## src/rtl/assert_macros.svh

```systemverilog
// Assertion macros shared by the allocator modules.
`ifndef ASSERT_MACROS_SVH
`define ASSERT_MACROS_SVH
`define ASSERT_CLK(lbl, prop, msg) \
  lbl: assert property (@(posedge clk) disable iff (!rst_n) (prop)) else $error(msg);
`define ASSERT_NORST(lbl, prop, msg) \
  lbl: assert property (@(posedge clk) (prop)) else $error(msg);
`endif

```

## src/rtl/bsa_pkg.sv

```systemverilog
// Shared types and constants for the bitmap slot allocator.
`timescale 1ns / 1ps
package bsa_pkg;
  localparam int MaxSlots = 256;
  localparam int SlotW = 8;
  localparam int AddrW = 48;
  localparam int BsW = 16;
  localparam int CntW = 9;

  localparam logic CMD_ALLOC = 1'b0;
  localparam logic CMD_FREE = 1'b1;

  localparam logic [1:0] ST_OK = 2'd0;
  localparam logic [1:0] ST_FULL = 2'd1;
  localparam logic [1:0] ST_RANGE = 2'd2;
  localparam logic [1:0] ST_DOUBLE = 2'd3;

  localparam logic [1:0] REG_SLOT_COUNT = 2'd0;
  localparam logic [1:0] REG_SLOT_BYTES = 2'd1;
  localparam logic [1:0] REG_BASE = 2'd2;

  typedef struct packed {
    logic             is_free;
    logic             below_base;
    logic [AddrW-1:0] offset;
  } cmd_t;

  typedef struct packed {
    logic [1:0]       status;
    logic [SlotW-1:0] slot_index;
    logic [AddrW-1:0] block_address;
    logic             any_free;
    logic             all_free;
  } res_t;
endpackage

```

## src/rtl/bitmap_slot_allocator_top.sv

```systemverilog
// Top level of the bitmap slot allocator.
`timescale 1ns / 1ps
// Hands out fixed-size slots from a pool of up to 256 tracked in a free bitmap. A free runs
// a 48-step restoring divider by the slot size (a free below the base skips it), an alloc
// scans the bitmap 32 slots a cycle, and both then count free slots. Commands are handled
// one at a time.
// A two-entry queue sits between the command front end and the executing back end, and
// a result register lets new commands queue while the last result waits.
module bitmap_slot_allocator_top (
  input  logic        clk,
  input  logic        rst_n,
  input  logic        in_tvalid,
  output logic        in_tready,
  input  logic        in_tuser,   // [0] cmd
  input  logic [47:0] in_tdata,   // [47:0] free_address
  output logic        out_tvalid,
  input  logic        out_tready,
  output logic [63:0] out_tdata,  // [1:0] status, [9:2] slot_index, [57:10] block_address,
                                  // [58] any_free, [59] all_free, zero fill
  input  logic        cfg_psel,
  input  logic        cfg_penable,
  input  logic        cfg_pwrite,
  input  logic [4:0]  cfg_paddr,
  input  logic [63:0] cfg_pwdata,
  output logic [63:0] cfg_prdata,
  output logic        cfg_pready
);
  logic [bsa_pkg::CntW-1:0]  slot_count_r;
  logic [bsa_pkg::BsW-1:0]   slot_bytes_r;
  logic [bsa_pkg::AddrW-1:0] base_r;
  logic                      q_valid, q_ready;
  bsa_pkg::cmd_t             q_data;
  bsa_pkg::res_t             res;

  assign cfg_pready = 1'b1;

  always_comb begin
    case (cfg_paddr[4:3])
      bsa_pkg::REG_SLOT_COUNT: cfg_prdata = 64'(slot_count_r);
      bsa_pkg::REG_SLOT_BYTES: cfg_prdata = 64'(slot_bytes_r);
      bsa_pkg::REG_BASE:       cfg_prdata = 64'(base_r);
      default:                 cfg_prdata = '0;
    endcase
  end

  always_ff @(posedge clk) begin
    if (!rst_n) begin
      slot_count_r <= bsa_pkg::CntW'(256);
      slot_bytes_r <= bsa_pkg::BsW'(16);
      base_r       <= '0;
    end else if (cfg_psel && cfg_penable && cfg_pwrite && cfg_pready) begin
      case (cfg_paddr[4:3])
        bsa_pkg::REG_SLOT_COUNT: slot_count_r <= cfg_pwdata[bsa_pkg::CntW-1:0];
        bsa_pkg::REG_SLOT_BYTES: slot_bytes_r <= cfg_pwdata[bsa_pkg::BsW-1:0];
        bsa_pkg::REG_BASE:       base_r <= cfg_pwdata[bsa_pkg::AddrW-1:0];
        default: ;
      endcase
    end
  end

  bsa_front u_front (
    .clk, .rst_n,
    .in_valid(in_tvalid), .in_ready(in_tready),
    .cmd(in_tuser), .free_address(in_tdata),
    .base_address(base_r),
    .q_valid, .q_ready, .q_data
  );

  bsa_back u_back (
    .clk, .rst_n, .q_valid, .q_ready, .q_data,
    .slot_count(slot_count_r), .slot_bytes(slot_bytes_r), .base_address(base_r),
    .out_valid(out_tvalid), .out_ready(out_tready), .out_data(res)
  );

  assign out_tdata = {4'd0, res.all_free, res.any_free, res.block_address,
                      res.slot_index, res.status};
endmodule

```

## src/rtl/bsa_front.sv

```systemverilog
// Front end: accept commands, compute offset from base, queue them.
`timescale 1ns / 1ps
module bsa_front (
  input  logic                       clk,
  input  logic                       rst_n,
  input  logic                       in_valid,
  output logic                       in_ready,
  input  logic                       cmd,
  input  logic [bsa_pkg::AddrW-1:0]  free_address,
  input  logic [bsa_pkg::AddrW-1:0]  base_address,
  output logic                       q_valid,
  input  logic                       q_ready,
  output bsa_pkg::cmd_t              q_data
);
  bsa_pkg::cmd_t q_r [2];
  logic          wp_r, rp_r;
  logic [1:0]    cnt_r;
  bsa_pkg::cmd_t c;
  logic          push, pop;

  always_comb begin
    c.is_free    = (cmd == bsa_pkg::CMD_FREE);
    c.below_base = free_address < base_address;
    c.offset     = free_address - base_address;
  end

  assign in_ready = (cnt_r != 2'd2);
  assign push     = in_valid && in_ready;
  assign q_valid  = (cnt_r != 2'd0);
  assign pop      = q_valid && q_ready;
  assign q_data   = q_r[rp_r];

  always_ff @(posedge clk) begin
    if (push) begin
      q_r[wp_r] <= c;
    end
    if (!rst_n) begin
      wp_r <= 1'b0;
      rp_r <= 1'b0;
      cnt_r <= 2'd0;
    end else begin
      if (push) wp_r <= ~wp_r;
      if (pop) rp_r <= ~rp_r;
      cnt_r <= cnt_r + {1'b0, push} - {1'b0, pop};
    end
  end

  `include "assert_macros.svh"
  `ASSERT_CLK(a_cnt_max, cnt_r <= 2'd2, "queue count overflow")
  `ASSERT_CLK(a_no_pop_empty, (cnt_r == 2'd0) |-> !pop, "pop from empty queue")
  `ASSERT_CLK(a_cnt_step, (push && !pop) |=> (cnt_r == $past(cnt_r) + 2'd1),
              "count did not advance")
endmodule

```

## src/rtl/bsa_back.sv

```systemverilog
// Back end: divider, bitmap scan and update, result register.
`timescale 1ns / 1ps
module bsa_back (
  input  logic                         clk,
  input  logic                         rst_n,
  input  logic                         q_valid,
  output logic                         q_ready,
  input  bsa_pkg::cmd_t                q_data,
  input  logic [bsa_pkg::CntW-1:0]     slot_count,
  input  logic [bsa_pkg::BsW-1:0]      slot_bytes,
  input  logic [bsa_pkg::AddrW-1:0]    base_address,
  output logic                         out_valid,
  input  logic                         out_ready,
  output bsa_pkg::res_t                out_data
);
  localparam logic [2:0] S_IDLE = 3'd0;
  localparam logic [2:0] S_DIV  = 3'd1;
  localparam logic [2:0] S_SCAN = 3'd2;
  localparam logic [2:0] S_MUL  = 3'd3;
  localparam logic [2:0] S_CNT  = 3'd4;
  localparam logic [2:0] S_OUT  = 3'd5;
  localparam int ChunkN = 32;
  localparam int Chunks = bsa_pkg::MaxSlots / ChunkN;

  logic [2:0]                  st_r;
  logic [bsa_pkg::MaxSlots-1:0] map_r;
  logic [bsa_pkg::AddrW-1:0]   rem_r, quo_r;
  logic [5:0]                  dcnt_r;
  logic [2:0]                  ch_r;
  logic [1:0]                  status_r;
  logic [bsa_pkg::SlotW-1:0]   idx_r;
  logic [bsa_pkg::AddrW-1:0]   addr_r;
  logic                        any_r, all_r, is_free_r;
  logic                        ovalid_r;
  bsa_pkg::res_t               res_r;

  logic [bsa_pkg::CntW-1:0]    n;
  logic [bsa_pkg::BsW-1:0]     bs;
  logic [bsa_pkg::MaxSlots-1:0] act;
  logic [ChunkN-1:0]           chunk, achunk;
  logic [4:0]                  low;
  logic                        hit;
  logic [bsa_pkg::AddrW:0]     trial;
  logic [bsa_pkg::AddrW-1:0]   rsh;
  logic [bsa_pkg::CntW-1:0]    slot_ext;
  logic [23:0]                 prod;

  always_comb begin
    n = (slot_count == '0) ? bsa_pkg::CntW'(1) :
        (slot_count > bsa_pkg::CntW'(bsa_pkg::MaxSlots)) ?
        bsa_pkg::CntW'(bsa_pkg::MaxSlots) : slot_count;
    bs = (slot_bytes == '0) ? bsa_pkg::BsW'(1) : slot_bytes;
    for (int i = 0; i < bsa_pkg::MaxSlots; i++) begin
      act[i] = (bsa_pkg::CntW'(i) < n);
    end
    chunk  = map_r[ch_r*ChunkN +: ChunkN] & act[ch_r*ChunkN +: ChunkN];
    achunk = act[ch_r*ChunkN +: ChunkN];
    hit = |chunk;
    low = '0;
    for (int i = ChunkN-1; i >= 0; i--) begin
      if (chunk[i]) low = 5'(i);
    end
    rsh   = {rem_r[bsa_pkg::AddrW-2:0], quo_r[bsa_pkg::AddrW-1]};
    trial = {1'b0, rsh} - {{(bsa_pkg::AddrW-bsa_pkg::BsW+1){1'b0}}, bs};
    slot_ext = bsa_pkg::CntW'(quo_r[bsa_pkg::SlotW-1:0]);
    prod = {16'd0, idx_r} * {8'd0, bs};
  end

  assign q_ready   = (st_r == S_IDLE);
  assign out_valid = ovalid_r;
  assign out_data  = res_r;

  always_ff @(posedge clk) begin
    if (!rst_n) begin
      st_r     <= S_IDLE;
      map_r    <= '1;
      ovalid_r <= 1'b0;
    end else begin
      case (st_r)
        S_IDLE: begin
          if (q_valid) begin
            is_free_r <= q_data.is_free;
            rem_r     <= '0;
            quo_r     <= q_data.offset;
            dcnt_r    <= '0;
            ch_r      <= '0;
            idx_r     <= '0;
            addr_r    <= '0;
            any_r     <= 1'b0;
            all_r     <= 1'b1;
            status_r  <= bsa_pkg::ST_OK;
            if (q_data.is_free) begin
              if (q_data.below_base) begin
                status_r <= bsa_pkg::ST_RANGE;
                st_r     <= S_CNT;
              end else begin
                st_r <= S_DIV;
              end
            end else begin
              st_r <= S_SCAN;
            end
          end
        end
        S_DIV: begin
          quo_r <= {quo_r[bsa_pkg::AddrW-2:0], ~trial[bsa_pkg::AddrW]};
          rem_r <= trial[bsa_pkg::AddrW] ? rsh : trial[bsa_pkg::AddrW-1:0];
          dcnt_r <= dcnt_r + 6'd1;
          if (dcnt_r == 6'(bsa_pkg::AddrW-1)) st_r <= S_MUL;
        end
        S_SCAN: begin
          if (hit) begin
            idx_r   <= {ch_r, low};
            map_r[{ch_r, low}] <= 1'b0;
            st_r <= S_MUL;
          end else if (ch_r == 3'(Chunks-1)) begin
            status_r <= bsa_pkg::ST_FULL;
            ch_r <= '0;
            st_r <= S_CNT;
          end else begin
            ch_r <= ch_r + 3'd1;
          end
        end
        S_MUL: begin
          if (is_free_r) begin
            if ((quo_r[bsa_pkg::AddrW-1:bsa_pkg::SlotW] != '0) || (slot_ext >= n)) begin
              status_r <= bsa_pkg::ST_RANGE;
            end else if (map_r[quo_r[bsa_pkg::SlotW-1:0]]) begin
              status_r <= bsa_pkg::ST_DOUBLE;
              idx_r    <= quo_r[bsa_pkg::SlotW-1:0];
            end else begin
              map_r[quo_r[bsa_pkg::SlotW-1:0]] <= 1'b1;
              idx_r <= quo_r[bsa_pkg::SlotW-1:0];
            end
          end else begin
            addr_r <= base_address + bsa_pkg::AddrW'(prod);
          end
          st_r <= S_CNT;
          ch_r <= '0;
          any_r <= 1'b0;
          all_r <= 1'b1;
        end
        S_CNT: begin
          if (|chunk) any_r <= 1'b1;
          if ((chunk ^ achunk) != '0) all_r <= 1'b0;
          if (ch_r == 3'(Chunks-1)) st_r <= S_OUT;
          ch_r <= ch_r + 3'd1;
        end
        S_OUT: begin
          if (!ovalid_r || out_ready) begin
            res_r.status        <= status_r;
            res_r.slot_index    <= idx_r;
            res_r.block_address <= addr_r;
            res_r.any_free      <= any_r;
            res_r.all_free      <= all_r;
            ovalid_r <= 1'b1;
            st_r <= S_IDLE;
          end
        end
        default: st_r <= S_IDLE;
      endcase
      if (ovalid_r && out_ready && !(st_r == S_OUT)) ovalid_r <= 1'b0;
    end
  end

  `include "assert_macros.svh"
  `ASSERT_CLK(a_ok_alloc_used, (st_r == S_OUT && !is_free_r && status_r == bsa_pkg::ST_OK)
              |-> !map_r[idx_r], "allocated slot still free")
  `ASSERT_CLK(a_ok_free_set, (st_r == S_OUT && is_free_r && status_r == bsa_pkg::ST_OK)
              |-> map_r[idx_r], "freed slot not marked")
  `ASSERT_CLK(a_div_len, (st_r == S_DIV) |-> (dcnt_r < 6'(bsa_pkg::AddrW)),
              "divider overrun")
endmodule
```

## config.mk

```make
export PLATFORM = sky130hd
export DESIGN_NAME = bitmap_slot_allocator_top
export DESIGN_NICKNAME = d
export VERILOG_FILES = /design/src/rtl/bsa_pkg.sv /design/src/rtl/bitmap_slot_allocator_top.sv /design/src/rtl/bsa_front.sv /design/src/rtl/bsa_back.sv
export VERILOG_INCLUDE_DIRS = /design/src /design/src/rtl
export SDC_FILE = /design/constraint.sdc
export NUM_CORES = 2
export LEC_CHECK = 0
export ABC_CLOCK_PERIOD_IN_PS = 10800
export BUFFER_PORTS_ARGS = -buffer_cell sky130_fd_sc_hd__buf_2
export CAP_MARGIN = 20
export CORE_MARGIN = 2
export CORE_UTILIZATION = 35
export CTS_CLUSTER_DIAMETER = 60
export CTS_CLUSTER_SIZE = 14
export DETAILED_ROUTE_END_ITERATION = 12
export PLACE_DENSITY = 0.62
export SLEW_MARGIN = 10
export SYNTH_ARGS = -nofsm -noshare
export SYNTH_HDL_FRONTEND = slang
export SYNTH_SLANG_ARGS = --single-unit
```

## constraint.sdc

```tcl
create_clock -name clk -period 10.8 [get_ports clk]
set_input_delay 1.62 -clock clk [delete_from_list [all_inputs] [get_ports clk]]
set_output_delay 1.62 -clock clk [all_outputs]
set_load 0.05 [all_outputs]
```

==> run summary <==
Status -> finished, final reports clean
Cell Rows -> 127
Top cells by area, synth -> edfxtp_1, dfxtp_1, mux4_2
H-tree levels -> 3
Yosys top cell area share -> 23.09%
Synth area leader -> edfxtp_1
Netlist cell types -> 103
Total CTS buffers -> 68
Fin Hold WS -> 0.4115 ns
Slew Limit Fails -> 0
Final setup fails -> 0
Hold path startpoint -> u_back.addr_r[43]$_SDFFCE_PN0P_
Max_slew headroom -> 17.65%
Post-synthesis async set-or-reset flop share -> 0%
PwrDens -> 170.2 nW/um^2
Critical path capture point type -> flop
Syn_area_per_cell -> 9.708 um^2
Worst-path clk slew -> 0.07 ns
Unrepaired setup endpoints after global routing -> no
Final WL -> 150400 um
Max VDD drop -> 135.6 uV
Filler cells -> 11939
# IOs -> 256
Post-Synthesis Cells -> 4353
Initial antenna violation count -> 16
Crit Reg-Reg Startpoint -> slot_bytes_r[3]$_SDFFE_PN0P_
Initial Util -> 35.27%
First DRT Iteration DRCs -> 4389
Clock Skews -> 0.05051 ns
Post-DRT Antenna Nets -> 0
Register bit count reported by yosys -> 663
Arrival time worst endpoint -> 7.06 ns
Most common cell in the netlist -> a21oi_1
CP Launch Type -> flop
LEAKAGE -> 16.36 nW
DRT Pass-1 Iters -> 6
Synth Warn # -> 0
HP Class -> flop to flop
Post-CTS sizing -> 0
Hold Fails Final Rpt -> 0
Final Cycle Share -> 60.85%
Kind of critical path -> flop to flop
Post-synth EDFFs -> 325
Clock Tree Root -> clkbuf_16
Dpl cells -> 5942
Routed via count -> 36416
Critical Path RT -> 11.28 ns
Total GRT Usage -> 23.60%
HPWL after detailed placement -> 105700 um
Hold path cells -> 0
Core area -> 119800 um^2
Sequential-to-total area share from yosys stat -> 39.11%
Layout Nets -> 4765
Remaining Overflow, GRT -> 0
Peak Freq -> 152.2 MHz
Fraction of layout cells with a size suffix above 1 -> 14.02%
First-pass GRT wire length -> 222500 um
CP Max Fanout -> 12
Number of global-route vias before repair -> 34706
CTS tree -> done
Layout area overhead -> 11.11%
Hold Buf Count CTS -> 0
R2R Path End -> u_back.addr_r[46]$_SDFFCE_PN0P_
Post-DR wirelength/cell -> 24.75 um
FF-to-FF path depth -> 21
# DRC -> 0
Fin Setup TNS -> 0 ns
Worst-margin pin slew -> 1.231 ns
Post-Layout Cell Count -> 6078
Routability cong. -> 0.9894
Largest net degree at the start of global routing -> 147
Final min period -> 6.572 ns
Worst reg2reg setup slack -> 4.23 ns
Clk sinks -> 663
Buffers on Ports -> 215
Clock latency on the worst-skew pair -> 0.66 ns
Worst Hold End -> u_back.out_data[45]$_DFFE_PP_
Vias/cell -> 5.991
Die Area -> 123500 um^2
Die width -> 351.5 um
Commonest cells post-synth -> a21oi_1, nand2_1, nor2_1
Die height -> 351.5 um
Post-CTS Setup Inserts -> 0
Netlist Area Pre-Place -> 42260 um^2
Ys flop type -> dfxtp_1
CTS max path bufs -> 3
Max Cap Viol -> 0
[logic make-up after synthesis]
logic type / share of synthesized area (%)
and+or+nand+nor: 15.23
AOI/OAI and AO/OA: 19.30
DFF: 39.11
buffers and inverters: 5.578
muxes: 9.451
adders and majority gates: 8.894
xor gates and xnor gates: 2.425
other: 0.01777
[worst max-delay path, stage by stage, from the launching register on]
cell and delay, ns:
dfxtp_1 0.48, nor4_1 0.39, a41oi_1 0.16, buf_4 0.19, inv_1 0.12, nand2_1 0.12
fa_1 0.55, fa_1 0.55, inv_1 0.05, fa_1 0.50, fa_1 0.49, ha_1 0.28
inv_1 0.05, a21oi_1 0.18, o41ai_1 0.10, buf_4 0.16, o211ai_1 0.17, a21oi_1 0.16
o211ai_1 0.75, nand2_1 0.34, or3_1 0.44, a21oi_1 0.15
[power breakdown]
group / internal, mW / switching [mW] / total (mW)
clock network: 1.28 / 1.11 / 2.39
registers: 3.06 / 0.210 / 3.28
logic: 0.732 / 1.59 / 2.33
total: 5.08 / 2.92 / 7.99
[registers in the layout (all words and copies together) (netlist names), named ones only]
register          flops
u_front.rp_r          1
slot_bytes_r         16
u_back.addr_r        48
u_back.out_valid      1
base_r               48
u_back.out_data      60
u_front.wp_r          1
u_back.dcnt_r         6
u_back.st_r           3
u_back.map_r        256
u_front.q_r         100
u_back.rem_r         47
u_back.status_r       2
u_back.is_free_r      1
u_back.quo_r         48
u_back.ch_r           3
u_back.idx_r          8
u_back.any_r          1
slot_count_r          9
u_front.cnt_r         2
u_back.all_r          1
[worst max-delay path by stage]
stage                                            endpoint                    startpoint  slack, ns  depth (start not counted)
after global placement    u_back.addr_r[28]$_SDFFCE_PN0P_  slot_bytes_r[3]$_SDFFE_PN0P_       4.34                         21
after floorplan            u_back.dcnt_r[0]$_SDFFCE_PN0P_                         rst_n       1.10                          3
after global routing      u_back.addr_r[28]$_SDFFCE_PN0P_     u_back.idx_r[6]$_DFFE_PP_       3.85                         18
after CTS                 u_back.addr_r[28]$_SDFFCE_PN0P_  slot_bytes_r[3]$_SDFFE_PN0P_       4.23                         21
after detailed placement  u_back.addr_r[28]$_SDFFCE_PN0P_  slot_bytes_r[3]$_SDFFE_PN0P_       4.27                         21
final                     u_back.addr_r[46]$_SDFFCE_PN0P_  slot_bytes_r[3]$_SDFFE_PN0P_       4.23                         21
[per-layer routing]
layer | up-vias | track usage, % | part of all wire [%]
met5 | - | 0 | 0.053
met4 | 12 | 12.11 | 5.7
met3 | 397 | 5.359 | 9.8
met2 | 2015 | 36.14 | 44
met1 | 17815 | 31.16 | 41
li1 | 16177 | - | -
[cell type report]
class / count / area, um^2 / share of cell area, %
clock inverter: 26 / 287.8 / 0.6129
timing repair buffer: 302 / 1778 / 3.787
multi-input combinational: 3157 / 23590 / 50.24
inverter: 214 / 810.8 / 1.727
tap: 1612 / 2017 / 4.295
clock buffer: 97 / 1924 / 4.098
sequential: 663 / 16530 / 35.20
antenna: 7 / 17.52 / 0.03731
[cell usage in the layout (no fill, tap or decap), types with 13 or more instances in the layout]
| master | n |
|---|---|
| a2111oi_0 | 15 |
| a211oi_1 | 272 |
| a21o_1 | 44 |
| a21oi_1 | 418 |
| a221oi_1 | 14 |
| a22o_1 | 21 |
| a22oi_1 | 13 |
| a31oi_1 | 142 |
| and2_1 | 118 |
| and3_1 | 29 |
| buf_2 | 215 |
| buf_4 | 79 |
| clkbuf_1 | 19 |
| clkbuf_16 | 70 |
| conb_1 | 21 |
| dfxtp_1 | 336 |
| edfxtp_1 | 325 |
| fa_1 | 108 |
| ha_1 | 126 |
| inv_1 | 210 |
| mux2i_1 | 102 |
| mux4_2 | 128 |
| nand2_1 | 381 |
| nand2b_1 | 45 |
| nand3_1 | 56 |
| nand4_1 | 24 |
| nor2_1 | 350 |
| nor2b_1 | 46 |
| nor3_1 | 70 |
| nor4_1 | 39 |
| o211ai_1 | 19 |
| o21a_1 | 21 |
| o21ai_0 | 98 |
| o22ai_1 | 25 |
| o31ai_1 | 13 |
| or2_2 | 18 |
| or3_1 | 37 |
| xnor2_1 | 83 |
| xor2_1 | 34 |
[metrics by stage]
| stage | worst slack, ns | power (mW) | cell area, um^2 | utilization (%) |
|---|---|---|---|---|
| 5_1_grt | 3.850 | 8.322 | 46940 | 39.18 |
| 3_5_place_dp | 4.271 | 5.602 | 44650 | 37.26 |
| 4_1_cts | 4.227 | 7.988 | 46860 | 39.11 |
| 3_3_place_gp | 4.337 | 5.568 | 44630 | 37.25 |
| 2_1_floorplan | 1.105 | 4.902 | 42330 | - |
| 6_report | 4.228 | 7.992 | 46960 | 39.19 |
Note: power is estimated with default switching activity, not from simulation.
